`config.mk`:
```
export PLATFORM = sky130hd
export DESIGN_NAME = ordered_dither_rgb555_keyed_unit
export DESIGN_NICKNAME = d
export VERILOG_FILES = /design/src/sv/odrk_pkg.sv /design/src/sv/odrk_dither.sv /design/src/sv/ordered_dither_rgb555_keyed_unit.sv
export SDC_FILE = /design/constraint.sdc
export NUM_CORES = 1
export LEC_CHECK = 0
export ABC_AREA = 1
export BUFFER_PORTS_ARGS = -buffer_cell sky130_fd_sc_hd__buf_2
export CAP_MARGIN = 15
export CORE_MARGIN = 4
export CORE_UTILIZATION = 54
export DETAILED_ROUTE_END_ITERATION = 8
export GPL_ROUTABILITY_DRIVEN = 0
export PLACE_DENSITY = 0.77
export SYNTH_ARGS = -nofsm -noshare
export SYNTH_HDL_FRONTEND = slang
export SYNTH_SLANG_ARGS = --single-unit
```
`constraint.sdc`:
```
create_clock -name clk -period 3.4 [get_ports clk]
set_clock_uncertainty 0.05 [all_clocks]
set_input_delay 0.51 -clock clk [delete_from_list [all_inputs] [get_ports clk]]
set_output_delay 0.51 -clock clk [all_outputs]
set_load 0.01 [all_outputs]
```
`src/sv/odrk_pkg.sv`:
```
package odrk_pkg;

  // Field widths of the item and register
  localparam int unsigned PIXEL_W     = 32;
  localparam int unsigned CHAN_W      = 8;
  localparam int unsigned LW_W        = 13;
  localparam int unsigned DITHER_W    = 3;
  localparam int unsigned ROW_W       = 2;

  // Register reset and channel mask
  localparam logic [LW_W-1:0]   LINE_WIDTH_RESET = 13'd640;
  localparam logic [CHAN_W-1:0] CHAN_MASK        = 8'hf8;
  localparam logic [CHAN_W-1:0] CHAN_MAX         = 8'hff;

  typedef logic [PIXEL_W-1:0]  pixel_t;
  typedef logic [CHAN_W-1:0]   chan_t;
  typedef logic [DITHER_W-1:0] dither_t;
  typedef logic [ROW_W-1:0]    row_t;

  // 4x8 ordered pattern, [row mod 4][column mod 8]
  localparam dither_t DITHER_PATTERN [4][8] = '{
    '{3'd0, 3'd5, 3'd6, 3'd3, 3'd7, 3'd2, 3'd1, 3'd4},
    '{3'd7, 3'd2, 3'd1, 3'd4, 3'd0, 3'd5, 3'd6, 3'd3},
    '{3'd1, 3'd4, 3'd7, 3'd2, 3'd6, 3'd3, 3'd0, 3'd5},
    '{3'd6, 3'd3, 3'd0, 3'd5, 3'd1, 3'd4, 3'd7, 3'd2}
  };

endpackage

```
`src/sv/odrk_dither.sv`:
```
module odrk_dither (
  input  odrk_pkg::pixel_t  px,
  input  odrk_pkg::pixel_t  key,
  input  odrk_pkg::dither_t d,
  output odrk_pkg::pixel_t  result
);
  import odrk_pkg::*;

  logic [CHAN_W:0] r_sum;
  logic [CHAN_W:0] b_sum;
  chan_t           r_sat;
  chan_t           g_sub;
  chan_t           b_sat;
  chan_t           d_ext;
  pixel_t          dithered;

  // Saturating add on red and blue, floored subtract on green
  always_comb begin
    d_ext = CHAN_W'(d);
    r_sum = {1'b0, px[23:16]} + {1'b0, d_ext};
    b_sum = {1'b0, px[7:0]} + {1'b0, d_ext};
    r_sat = r_sum[CHAN_W] ? CHAN_MAX : r_sum[CHAN_W-1:0];
    b_sat = b_sum[CHAN_W] ? CHAN_MAX : b_sum[CHAN_W-1:0];
    g_sub = (px[15:8] >= d_ext) ? (px[15:8] - d_ext) : '0;
    dithered = {8'h00, r_sat & CHAN_MASK, g_sub & CHAN_MASK, b_sat & CHAN_MASK};
  end

  // Keyed pixels and dithered values that hit the key pass through
  assign result = ((px != key) && (dithered != key)) ? dithered : px;

endmodule

```
`src/sv/ordered_dither_rgb555_keyed_unit.sv`:
```
// Ordered dither to RGB555 with a transparent key taken from each frame's first pixel.
// Pipeline: input stage, then result register; the result is held while out_stall is high.
// One item per cycle; in_stall rises only with both stages full and out_stall high.
// Reset (rst, synchronous): pipeline empty, key 0, column and row 0,
// line width back to 640.
module ordered_dither_rgb555_keyed_unit #(
  parameter int unsigned MAX_WIDTH = 4096
) (
  input  logic                          clk,
  input  logic                          rst,
  input  logic                          cfg_wr_en,
  input  logic [odrk_pkg::LW_W-1:0]     cfg_wr_data,
  input  logic                          in_valid,
  output logic                          in_stall,
  input  odrk_pkg::pixel_t              pixel_in,
  input  logic                          frame_start,
  output logic                          out_valid,
  input  logic                          out_stall,
  output odrk_pkg::pixel_t              pixel_out
);
  import odrk_pkg::*;

  localparam int unsigned COL_W = (MAX_WIDTH > 8) ? $clog2(MAX_WIDTH) : 3;
  localparam int unsigned CMP_W = (LW_W > COL_W + 1) ? LW_W : COL_W + 1;
  localparam logic [CMP_W-1:0] MAX_W_C = CMP_W'(MAX_WIDTH);

  // Last column index for a given register value (zero means one pixel per row)
  function automatic logic [COL_W-1:0] last_col(input logic [LW_W-1:0] lw);
    logic [CMP_W-1:0] ext;
    ext = CMP_W'(lw);
    if (ext == '0) begin
      last_col = '0;
    end else if (ext > MAX_W_C) begin
      last_col = COL_W'(MAX_W_C - 1'b1);
    end else begin
      last_col = COL_W'(ext - 1'b1);
    end
  endfunction

  logic [COL_W-1:0] width_last;
  logic [COL_W-1:0] col;
  logic [COL_W-1:0] col_next;
  logic [COL_W-1:0] col_eff;
  row_t             row;
  row_t             row_next;
  row_t             row_eff;
  pixel_t           key;
  pixel_t           key_next;

  logic    s1_valid;
  pixel_t  s1_px;
  pixel_t  s1_key;
  dither_t s1_d;
  pixel_t  s1_result;

  logic in_take;
  logic s1_adv;
  logic out_free;

  // Handshake: output register frees when empty or taken
  assign out_free = !out_valid || !out_stall;
  assign s1_adv   = s1_valid && out_free;
  assign in_stall = s1_valid && !out_free;
  assign in_take  = in_valid && !in_stall;

  // Raster position and key for the incoming item
  always_comb begin
    key_next = frame_start ? pixel_in : key;
    col_eff  = frame_start ? '0 : col;
    row_eff  = frame_start ? '0 : row;
    if (col_eff > width_last) begin
      col_eff = '0;
    end
    if (col_eff == width_last) begin
      col_next = '0;
      row_next = row_eff + 1'b1;
    end else begin
      col_next = col_eff + 1'b1;
      row_next = row_eff;
    end
  end

  // Config register and raster state
  always_ff @(posedge clk) begin
    if (rst) begin
      width_last <= last_col(LINE_WIDTH_RESET);
      col        <= '0;
      row        <= '0;
      key        <= '0;
    end else begin
      if (cfg_wr_en) begin
        width_last <= last_col(cfg_wr_data);
      end
      if (in_take) begin
        col <= col_next;
        row <= row_next;
        key <= key_next;
      end
    end
  end

  // Input stage
  always_ff @(posedge clk) begin
    if (rst) begin
      s1_valid <= 1'b0;
    end else if (in_take) begin
      s1_valid <= 1'b1;
    end else if (s1_adv) begin
      s1_valid <= 1'b0;
    end
  end

  always_ff @(posedge clk) begin
    if (in_take) begin
      s1_px  <= pixel_in;
      s1_key <= key_next;
      s1_d   <= DITHER_PATTERN[row_eff][col_eff[2:0]];
    end
  end

  odrk_dither u_dither (
    .px     (s1_px),
    .key    (s1_key),
    .d      (s1_d),
    .result (s1_result)
  );

  // Result register
  always_ff @(posedge clk) begin
    if (rst) begin
      out_valid <= 1'b0;
    end else if (s1_adv) begin
      out_valid <= 1'b1;
    end else if (!out_stall) begin
      out_valid <= 1'b0;
    end
  end

  always_ff @(posedge clk) begin
    if (s1_adv) begin
      pixel_out <= s1_result;
    end
  end

  // Frame start pixel becomes the key seen by its own item
  a_key_capture: assert property (@(posedge clk) disable iff (rst)
    in_take && frame_start |=> s1_key == $past(pixel_in) && key == $past(pixel_in))
    else $error("frame start pixel not captured as key");

  // A pixel equal to its key passes unchanged
  a_key_pass: assert property (@(posedge clk) disable iff (rst)
    s1_adv && (s1_px == s1_key) |=> out_valid && pixel_out == $past(s1_px))
    else $error("keyed pixel altered");

  // Input only stalls when both the input stage and the result register are full
  a_stall_full: assert property (@(posedge clk) disable iff (rst)
    in_stall |-> s1_valid && out_valid)
    else $error("input stalled with room in pipeline");

  // Row end wraps the column
  a_row_wrap: assert property (@(posedge clk) disable iff (rst)
    in_take && !frame_start && col == width_last |=> col == '0)
    else $error("column did not wrap at row end");

endmodule

```
# [Word level (Yosys, flattened, before mapping)]
# Index checks and enable logic that the tools add are counted.
[totals] reg_bits=159 input_bits=51
[classes] add_sub_neg=6 order_cmp=5 n_eq_ne=4 mux=22 n_bitwise=2 reduce_logical=11
[ops] op="$mux W24" n=3
[ops] op="$mux W12" n=5
[ops] op="$bmux W24 S2" n=1
[ops] op="$mux W32" n=1
[ops] op="$ne A24 B32 Y1" n=1
[ops] op="$ne A32 B32 Y1" n=1
[ops] op="$mux W8" n=3
[ops] op="$add A8 B3 Y9" n=2
[ops] op="$gt A13 B13 Y1 const B" n=1
[ops] op="$logic_not A13 Y1" n=1
[ops] op="$add A12 B1 Y12 const B" n=1
[ops] op="$eq A12 B12 Y1" n=1
[ops] op="$gt A12 B12 Y1" n=1
[ops] op="$sub A12 B1 Y12 const B" n=1
[ops] op="$bmux W3 S3" n=1
[ops] op="$ge A8 B3 Y1" n=1
[ops] op="$sub A8 B3 Y8" n=1
[ops] op="$mux W3" n=2
[ops] op="$ge A4 B4 Y1 const B" n=1
[ops] op="$logic_and A1 B1 Y1" n=4
[ops] op="$logic_not A1 Y1" n=4
[ops] op="$mux W1" n=4
[ops] op="$mux W2" n=2
[ops] op="$not A3 Y4" n=1
[ops] op="other kinds (6)" n=6

# [Depth between registers and ports, before layout]
# Gate-level depths: netlist of run 1.
[logic_depth] word_depth=8 depth_mapped=23 mapped_depth_nobuf=22

# [By module]
# A second synthesis of run 1 with hierarchy kept.
[hier_totals] cells_unflattened=1065 area_unflattened_um2=8774.7
[by_module_without_submodules] module="ordered_dither_rgb555_keyed_unit" n_inst=1 cells_per_inst=696 area_each_um2=6900.4
[by_module_without_submodules] module="odrk_dither" n_inst=1 cells_per_inst=369 area_each_um2=1874.3

# [Worst setup path after synthesis of run 1]
# No wires, ideal clock.
[synth_path] path_type="input -> register" from="in out_stall" to="reg s1_d[0], enable pin" setup_ns=0.458 arrival_time_ns=3.038 required_time_ns=2.892 path_slack_ns=-0.146 path_stages=6 n_path_buf=1 path_cell_list="nand2_1 nor2_1 inv_1 nand2_1 inv_1 clkbuf_1"
[synth_via] elab_chain_cells=6
[synth_lines] element="from (decl)" line_no="ordered_dither_rgb555_keyed_unit.sv:18" source="input logic out_stall,"
[synth_lines] element="$logic_not A1 Y1"
[synth_lines] element="$logic_or A1 B1 Y1" line_no="ordered_dither_rgb555_keyed_unit.sv:61" source="assign out_free = !out_valid || !out_stall;"
[synth_lines] element="$logic_not A1 Y1" line_no="ordered_dither_rgb555_keyed_unit.sv:63" source="assign in_stall = s1_valid && !out_free;"
[synth_lines] element="$logic_and A1 B1 Y1" line_no="ordered_dither_rgb555_keyed_unit.sv:63"
[synth_lines] element="via in_stall" line_no="ordered_dither_rgb555_keyed_unit.sv:14" source="output logic in_stall,"
[synth_lines] element="$logic_not A1 Y1" line_no="ordered_dither_rgb555_keyed_unit.sv:64" source="assign in_take = in_valid && !in_stall;"
[synth_lines] element="$logic_and A1 B1 Y1" line_no="ordered_dither_rgb555_keyed_unit.sv:64"
[synth_lines] element="via in_take" line_no="ordered_dither_rgb555_keyed_unit.sv:56" source="logic in_take;"
[synth_lines] element="to (signal assigned)" line_no="ordered_dither_rgb555_keyed_unit.sv:117" source="s1_d <= DITHER_PATTERN[row_eff][col_eff[2:0]];"
[synth_lines] element="to (decl)" line_no="ordered_dither_rgb555_keyed_unit.sv:53" source="dither_t s1_d;"
# The timed path passes the listed nets, and every way through them passes these cells.
# A chain may end at the register's enable or synchronous reset.

# [Worst setup path in the final report of run 1]
[layout_path] from="reg col[2]" to="reg col[8]"
[layout_via] elab_chain_cells=5 word_cells_on_any_way=6 classes_between="add/sub: 1; order compare: 1; eq/ne: 1; mux: 3"
[layout_lines] element="from (decl)" line_no="ordered_dither_rgb555_keyed_unit.sv:41" source="logic [COL_W-1:0] col;"
[layout_lines] element="from (signal assigned)" line_no="ordered_dither_rgb555_keyed_unit.sv:95" source="col <= col_next;"
[layout_lines] element="$mux W12 (*)" line_no="ordered_dither_rgb555_keyed_unit.sv:69" source="col_eff = frame_start ? '0 : col;"
[layout_lines] element="$gt A12 B12 Y1" line_no="ordered_dither_rgb555_keyed_unit.sv:71" source="if (col_eff > width_last) begin"
[layout_lines] element="$mux W12 (*)" line_no="ordered_dither_rgb555_keyed_unit.sv:71"
[layout_lines] element="$add A12 B1 Y12 / $eq A12 B12 Y1 (equally long branches)" line_no="ordered_dither_rgb555_keyed_unit.sv:78, ordered_dither_rgb555_keyed_unit.sv:74"
[layout_lines] element="$mux W12 (*)" line_no="ordered_dither_rgb555_keyed_unit.sv:74" source="if (col_eff == width_last) begin"
# Mark *: on every way between the ends. The rest lies on a longest branch, timed or not.

==> qor_table.md, run 1 <==
| Quantity | Reported |
| --- | --- |
| Final critical delay including setup and external delays | 2950 ps |
| Number of clock buffers inserted by TritonCTS | 17 |
| Mapped Cells | 990 |
| Sequential cell area | 4170 µm² |
| Placed wire-length estimate | 13,700 µm |
| Buffers on Ports | 84 |
| Overall global routing resource usage | 21.1% |
| Hold_sp | pixel_in[4] |
| Count of routing violations after the opening detailed-route iteration | 475 |
| Fraction of final layout cells sized beyond drive strength 1 | 16.7% |
| Core Region | 15,200 µm² |
| Remaining global-route overflow | 0 |
| Clock latency reported for the late side of the worst-skew pair | 420 ps |
| First-pass GRT wire length | 30,300 µm |
| Cell area reported after detailed placement | 9040 µm² |
| Highest achievable clock rate | 339 MHz |
| Post-detailed-routing wire length | 18,000 µm |
| Row Count | 45 |
| Setup Total Neg Slack | 0 ps |
| Worst setup endpoint | col[8] |
| Crit end category | register |
| Run status | finished clean |
| Top library cells by usage in the layout, fill and taps aside | sky130_fd_sc_hd__nand2_1, sky130_fd_sc_hd__inv_1, sky130_fd_sc_hd__edfxtp_1, sky130_fd_sc_hd__buf_2, sky130_fd_sc_hd__o21ai_0 |
| Number of library cell types mapped by synthesis | 43 |
| Crit Path Class | reg -> reg |
| Multi-input gate area in the final layout | 3530 µm² |
| PwrDens | 480 nW/µm² |
| Ant diodes | 0 |
| Average wire per standard cell | 14.1 µm |
| Number of remaining DRC errors | 0 |
| Hold_buf cts | 0 |
| Horizontal extent of the die | 133 µm |
| Max clock buf depth | 2 |
| Worst hold path stage count | 1 |
| Reg-to-reg setup timing slack | 450 ps |
| Vert. Die Dim | 133 µm |
| Worst slew slack as a fraction of its limit | 35.1% |
| Reg2Reg Capture Point | col[8] |
| RSZ-0062 raised after global routing | no |
| Flip-flop and latch count after synthesis | 159 |
| Reg-to-reg startpoint | col[2] |
| Largest net degree at the start of global routing | 80 |
| Overall via count from detail_route | 6,769 |
| Filler cell count | 1,255 |
| Post-CTS Resized | 0 |
| Worst Hold Class | in -> reg |
| Via count of the first global-routing pass | 6,347 |
| Layout-stage area growth over the synthesis result | 14.6% |
| Post-synth net total | 1,063 |
| Period Utilization, post-route | 86.9% |
| Worst Setup SP | col[2] |
| Reported max-cap violation count | 0 |
| Pin slew with the least headroom to its limit | 971 ps |
| Reg clk slew, reported paths | 60 ps |
| Starting density of the core | 55.3% |
| Hold violation total from the final report | 0 |
| Worst reg-to-reg path cell count | 21 |
| Fraction of the yosys area taken by sequential cells | 49.7% |
| TritonCTS clock tree | done |
| Vias/cell | 5.31 |
| Residual antenna-violating net count after detailed routing | 0 |
| Number of clock sinks | 159 |
| Worst Path Max Fanout | 31 |
| Final Instance Area | 9630 µm² |
| Most frequent standard cell in the layout excluding fill and tap cells | sky130_fd_sc_hd__nand2_1 |
| Initial antenna violation count | 0 |
| Arrival time of data at the critical path endpoint | 3260 ps |
| VDD IR-drop max | 0.000267 V |
| H-tree levels | 4 |
| Yosys warning total | 0 |
| Number of detailed-routing iterations run before antenna repair | 5 |
| CP Data Required Time | 3700 ps |
| Number of failing setup endpoints in the final timing report | 0 |
| I/O pin count | 85 |
| Net count, final | 1,147 |
| Clk Tree Root Cell | sky130_fd_sc_hd__clkbuf_16 |
| Final Max Slew Viols | 0 |
| Die area | 17,600 µm² |
| Leakage power | 4.26 nW |
| Syn avg cell area | 8.49 µm² |
| Combined area of all synthesized cells | 8400 µm² |
| Post-CTS setup repair buffer count | 0 |
| Element type at the critical path start | register |
[how the worst min path moves through the flow]
stage               endpoint
finish              s1_px[4]
global placement     key[10]
detailed placement   key[20]
floorplan            key[10]
global route        s1_px[4]
CTS                 s1_px[4]
[registers in the layout, indices dropped and copies added, names as in the netlist]
signal / cells
col: 12
key: 32
out_valid: 1
pixel_out: 32
row: 2
s1_d: 3
s1_key: 32
s1_px: 32
s1_valid: 1
width_last: 12
[cell usage after synthesis]
library cell,number,area share (%)
sky130_fd_sc_hd__or2_2,7,0.52
sky130_fd_sc_hd__nor3_2,4,0.48
sky130_fd_sc_hd__nand2_2,5,0.37
sky130_fd_sc_hd__nor3_1,3,0.18
sky130_fd_sc_hd__dfxtp_1,60,14
sky130_fd_sc_hd__nand4_1,16,1.2
sky130_fd_sc_hd__buf_6,1,0.13
sky130_fd_sc_hd__o221ai_1,3,0.31
sky130_fd_sc_hd__o211ai_1,3,0.27
sky130_fd_sc_hd__xnor2_1,18,1.9
sky130_fd_sc_hd__nor2_4,12,1.6
sky130_fd_sc_hd__nand2_4,1,0.13
sky130_fd_sc_hd__buf_2,2,0.12
sky130_fd_sc_hd__inv_2,9,0.40
sky130_fd_sc_hd__nor2_2,5,0.37
sky130_fd_sc_hd__nand4_2,1,0.15
sky130_fd_sc_hd__o21a_1,1,0.089
sky130_fd_sc_hd__a21oi_2,4,0.42
sky130_fd_sc_hd__inv_6,1,0.10
sky130_fd_sc_hd__clkbuf_1,25,1.1
sky130_fd_sc_hd__o21ai_2,2,0.21
sky130_fd_sc_hd__o21ai_0,81,4.8
sky130_fd_sc_hd__xor2_1,22,2.3
sky130_fd_sc_hd__nand3_2,2,0.24
sky130_fd_sc_hd__nand3_4,1,0.21
sky130_fd_sc_hd__nand3b_1,5,0.45
sky130_fd_sc_hd__a21oi_1,62,3.7
sky130_fd_sc_hd__nand2_8,1,0.24
sky130_fd_sc_hd__nor2_1,51,2.3
sky130_fd_sc_hd__o2111ai_1,6,0.63
sky130_fd_sc_hd__o21ai_1,1,0.059
sky130_fd_sc_hd__inv_1,136,6.1
sky130_fd_sc_hd__and3_1,1,0.074
sky130_fd_sc_hd__o21bai_1,2,0.18
sky130_fd_sc_hd__nand2_1,230,10
sky130_fd_sc_hd__nor4_1,7,0.52
sky130_fd_sc_hd__nand3_1,71,4.2
sky130_fd_sc_hd__edfxtp_1,99,35
sky130_fd_sc_hd__buf_12,1,0.24
sky130_fd_sc_hd__and2_1,1,0.074
sky130_fd_sc_hd__buf_4,4,0.36
sky130_fd_sc_hd__a21o_1,1,0.089
sky130_fd_sc_hd__ha_1,22,3.3
[worst max-delay path: stages, from the launching register on]
cell                      delay [ps]
sky130_fd_sc_hd__dfxtp_1         330
sky130_fd_sc_hd__inv_1            60
sky130_fd_sc_hd__nor2_1          290
sky130_fd_sc_hd__ha_1            300
sky130_fd_sc_hd__nand2_1          80
sky130_fd_sc_hd__inv_1            40
sky130_fd_sc_hd__nand2_1          60
sky130_fd_sc_hd__nand2_1          50
sky130_fd_sc_hd__nand2_1          50
sky130_fd_sc_hd__nand3_1          60
sky130_fd_sc_hd__nand2_1         100
sky130_fd_sc_hd__buf_12          170
sky130_fd_sc_hd__nand2_1         190
sky130_fd_sc_hd__inv_1           100
sky130_fd_sc_hd__ha_1            240
sky130_fd_sc_hd__inv_1            60
sky130_fd_sc_hd__nor2_1          170
sky130_fd_sc_hd__nand2_1          90
sky130_fd_sc_hd__xor2_1          140
sky130_fd_sc_hd__inv_1            50
sky130_fd_sc_hd__nand3_1          60
sky130_fd_sc_hd__a21oi_1         140
[stage by stage]
step | setup WS (ps) | hold WS [ps] | utilization [%] | instances | total power [mW]
2_1_floorplan | 536 | 374 | - | 990 | 2.61
4_1_cts | 461 | 214 | 63.3 | 1275 | 4.65
3_3_place_gp | 218 | 382 | 59.5 | 1243 | 2.76
6_report | 446 | 227 | 63.3 | 1275 | 4.62
3_5_place_dp | 111 | 389 | 59.5 | 1243 | 2.78
5_1_grt | 80.5 | 216 | 63.3 | 1275 | 4.82
[per-layer routing]
metal	part of all wire (%)	GRT usage [%]
met1	43	26.9
met3	5.5	4.33
met5	0	0
met4	3.6	8.78
met2	47	35.3
[power breakdown]
group / leakage [nW] / internal, mW / total [mW] / switching (mW)
clock: 0.280 / 1.17 / 1.88 / 0.713
sequential: 1.48 / 2.18 / 2.25 / 0.0758
combinational: 2.50 / 0.177 / 0.488 / 0.311
total: 4.26 / 3.52 / 4.62 / 1.10
[layout make-up]
type                            count  share of cell area (%)
Multi-Input combinational cell    652                    36.6
Clock buffer                       21                    4.68
Sequential cell                   159                    43.4
Timing Repair Buffer               98                    5.72
Tap cell                          188                    2.44
Clock inverter                     11                    1.44
Inverter                          146                    5.74
[cells by family (layout without fill, tap and decap cells)]
group           after synthesis  in the layout  share of synthesized area, %
simple gates                424            424                          23.6
fa+ha+maj                    22             22                          3.28
flops                       159            159                          49.7
buf+inv                     179            276                          8.55
compound gates              166            166                          10.8
xor+xnor                     40             40                          4.17
Power figures use the tool's default switching activity.
==> inputs of run 2 (changes only) <==
--- a/config.mk
+++ b/config.mk
@@ -5,7 +5,7 @@
 export SDC_FILE = /design/constraint.sdc
 export NUM_CORES = 1
 export LEC_CHECK = 0
-export ABC_AREA = 1
+export ABC_AREA = 0
 export BUFFER_PORTS_ARGS = -buffer_cell sky130_fd_sc_hd__buf_2
 export CAP_MARGIN = 15
 export CORE_MARGIN = 4
==> qor_table.md, run 2 <==
| Quantity | Reported | Delta |
| --- | --- | --- |
| Net count, final | 984 | -14% |
| Worst Hold Class | in -> reg |  |
| Ranking of synthesized cells by area | sky130_fd_sc_hd__edfxtp_1, sky130_fd_sc_hd__dfxtp_1, sky130_fd_sc_hd__mux2_2 |  |
| Layout-stage area growth over the synthesis result | 17.2% |  |
| Element type at the critical path start | register |  |
| Mapped Cells | 812 | -18% |
| Ys async rst share | 0% | unchanged |
| Hold_buf cts | 0 | unchanged |
| Placed wire-length estimate | 13,600 µm | -0.88% |
| Clock latency reported for the late side of the worst-skew pair | 430 ps | about the same |
| Most instantiated cells after synthesis | sky130_fd_sc_hd__nor2_1, sky130_fd_sc_hd__edfxtp_1, sky130_fd_sc_hd__dfxtp_1 |  |
| Arrival time of data at the critical path endpoint | 3400 ps | +140 ps |
| Number of clock buffers inserted by TritonCTS | 17 | unchanged |
| Max clock buf depth | 2 | unchanged |
| Overall global routing resource usage | 22.3% | +1.1 points |
| Cell area reported after detailed placement | 9080 µm² | +0.48% |
| Core Region | 14,800 µm² | -2.9% |
| Worst slew slack as a fraction of its limit | 56.7% | +22 points |
| RSZ-0062 raised after global routing | no |  |
| Reported max-cap violation count | 0 | unchanged |
| Number of enable flip-flop cells after synthesis | 99 | unchanged |
| Setup Total Neg Slack | 0 ps | unchanged |
| Highest achievable clock rate | 305 MHz | -9.8% |
| Library cell occupying the most area in the post-synthesis netlist | sky130_fd_sc_hd__edfxtp_1 |  |
| Most frequent standard cell in the layout excluding fill and tap cells | sky130_fd_sc_hd__nor2_1 |  |
| Area fraction of the dominant cell type after synthesis | 36.0% | +0.60 points |
| Number of clock sinks | 159 | unchanged |
| Starting density of the core | 56.0% | +0.73 points |
| Worst Path Max Fanout | 6 | -81% |
| Flip-flop and latch count after synthesis | 159 | unchanged |
| TritonCTS clock tree | done |  |
| Fin worst setup slack | 126 ps | -320 ps |
| Buffers on Ports | 84 | unchanged |
| Most frequently used cell type in the post-synthesis netlist | sky130_fd_sc_hd__nor2_1 |  |
| PwrDens | 479 nW/µm² | -0.33% |
| Final critical delay including setup and external delays | 3270 ps | +320 ps |
| Crit end category | register |  |
| Worst-case setup slack after placement | -53.1 ps | -164 ps |
| Horizontal extent of the die | 132 µm | -0.79% |
| Vert. Die Dim | 132 µm | -0.79% |
| Initial antenna violation count | 0 | unchanged |
| Average wire per standard cell | 17.3 µm | +22% |
| Clk Tree Root Cell | sky130_fd_sc_hd__clkbuf_16 |  |
| Total design power | 4.64 mW | +0.28% |
| First-pass GRT wire length | 31,200 µm | +3.0% |
| Number of remaining DRC errors | 0 | unchanged |
| Worst hold path stage count | 1 | unchanged |
| Largest net degree at the start of global routing | 110 | +38% |
| Number of library cell types mapped by synthesis | 68 | +58% |
| Ys flop type | sky130_fd_sc_hd__edfxtp_1 |  |
| Ant diodes | 0 | unchanged |
| Row Count | 44 | -2.2% |
| Vias/cell | 5.90 | +11% |
| Post-synth net total | 885 | -17% |
| Yosys warning total | 0 | unchanged |
| Syn avg cell area | 10.2 µm² | +20% |
| Crit Path Class | reg -> reg |  |
| Worst reg-to-reg path cell count | 11 | -48% |
| Number of failing setup endpoints in the final timing report | 0 | unchanged |
| Pin slew with the least headroom to its limit | 650 ps | -322 ps |
| Period Utilization, post-route | 96.3% | +9.4 points |
| Final Max Slew Viols | 0 | unchanged |
| Hold violation total from the final report | 0 | unchanged |
| Reg clk slew, reported paths | 60 ps | about the same |
| Post-CTS Resized | 0 | unchanged |
| Fraction of final layout cells sized beyond drive strength 1 | 23.4% | +6.6 points |
| Residual antenna-violating net count after detailed routing | 0 | unchanged |
| Fraction of the yosys area taken by sequential cells | 50.5% | +0.84 points |
| H-tree levels | 4 | unchanged |
| Post-detailed-routing wire length | 19,200 µm | +6.3% |
| Count of routing violations after the opening detailed-route iteration | 668 | +41% |
| Post-CTS setup repair buffer count | 0 | unchanged |
| Overall via count from detail_route | 6,534 | -3.5% |
| CP Data Required Time | 3530 ps | -170 ps |
| Remaining global-route overflow | 0 | unchanged |
| Leakage power | 3.79 nW | -11% |
| Die area | 17,300 µm² | -1.6% |
| Final Instance Area | 9690 µm² | +0.61% |
| I/O pin count | 85 | unchanged |
| VDD IR-drop max | 0.000362 V | +36% |
| Via count of the first global-routing pass | 6,132 | -3.4% |
| Top library cells by usage in the layout, fill and taps aside | sky130_fd_sc_hd__nor2_1, sky130_fd_sc_hd__edfxtp_1, sky130_fd_sc_hd__buf_2, sky130_fd_sc_hd__dfxtp_1, sky130_fd_sc_hd__nand2_1 |  |
| Run status | finished clean |  |
| Number of detailed-routing iterations run before antenna repair | 5 | unchanged |
| Combined area of all synthesized cells | 8260 µm² | -1.7% |
==> run 2: final cells by class <==
type	instances	area [µm²]
clock inverter	13	141
inverter	31	118
fill	1139	5070
tap	184	230
timing repair buffer	120	728
sequential	159	4170
multi-input combinational	582	3860
clock buffer	19	433
==> run 2: kinds of logic after synthesis <==
logic type | count (synthesis) | synth area share [%]
AND/OR/NAND/NOR | 327 | 19.9
XOR/XNOR | 53 | 5.62
buffers and inverters | 71 | 3.41
adder cells (fa/ha/maj) | 22 | 3.33
multiplexers | 46 | 6.30
AO/OA/AOI/OAI | 134 | 11.0
flip-flops | 159 | 50.5
==> run 2: path summary, 6_finish.rpt <==
path | to | slack (ps) | start
min | s1_px[4] | 220 | pixel_in[4]
max reg2reg | pixel_out[22] | 130 | s1_px[9]
max | pixel_out[22] | 130 | s1_px[9]
min reg2reg | key[8] | 440 | key[8]
==> run 2: power by group <==
part | total [mW] | internal (mW) | switching (mW)
logic | 0.518 | 0.220 | 0.298
registers | 2.27 | 2.18 | 0.0888
clock network | 1.85 | 1.08 | 0.766
==> run 2: worst max-delay path: stages, from the launching register on <==
cell                       delay, ps
sky130_fd_sc_hd__edfxtp_1        470
sky130_fd_sc_hd__ha_1            350
sky130_fd_sc_hd__and3b_1         250
sky130_fd_sc_hd__nor4_4          340
sky130_fd_sc_hd__mux2i_1         270
sky130_fd_sc_hd__xor2_1          160
sky130_fd_sc_hd__o211ai_1        120
sky130_fd_sc_hd__nor4_2          280
sky130_fd_sc_hd__a21oi_2         120
sky130_fd_sc_hd__buf_4           180
sky130_fd_sc_hd__nand3_1          80
sky130_fd_sc_hd__mux2_2          340
==> run 2: per-layer routing <==
metal	track usage (%)	vias to the layer above	wire length [µm]
met5	0	-	0
met4	8.05	0	480
met3	5.20	50	1200
met2	37.0	242	9280
met1	28.7	3092	8210
li1	-	3150	-
==> run 2: metrics by stage <==
stage          util (%)  hold slack [ps]  cells
3_3_place_gp       61.6              430   1075
5_1_grt            65.7              200   1108
6_report           65.7              218   1108
2_1_floorplan         -              403    812
4_1_cts            65.5              203   1107
3_5_place_dp       61.6              434   1075
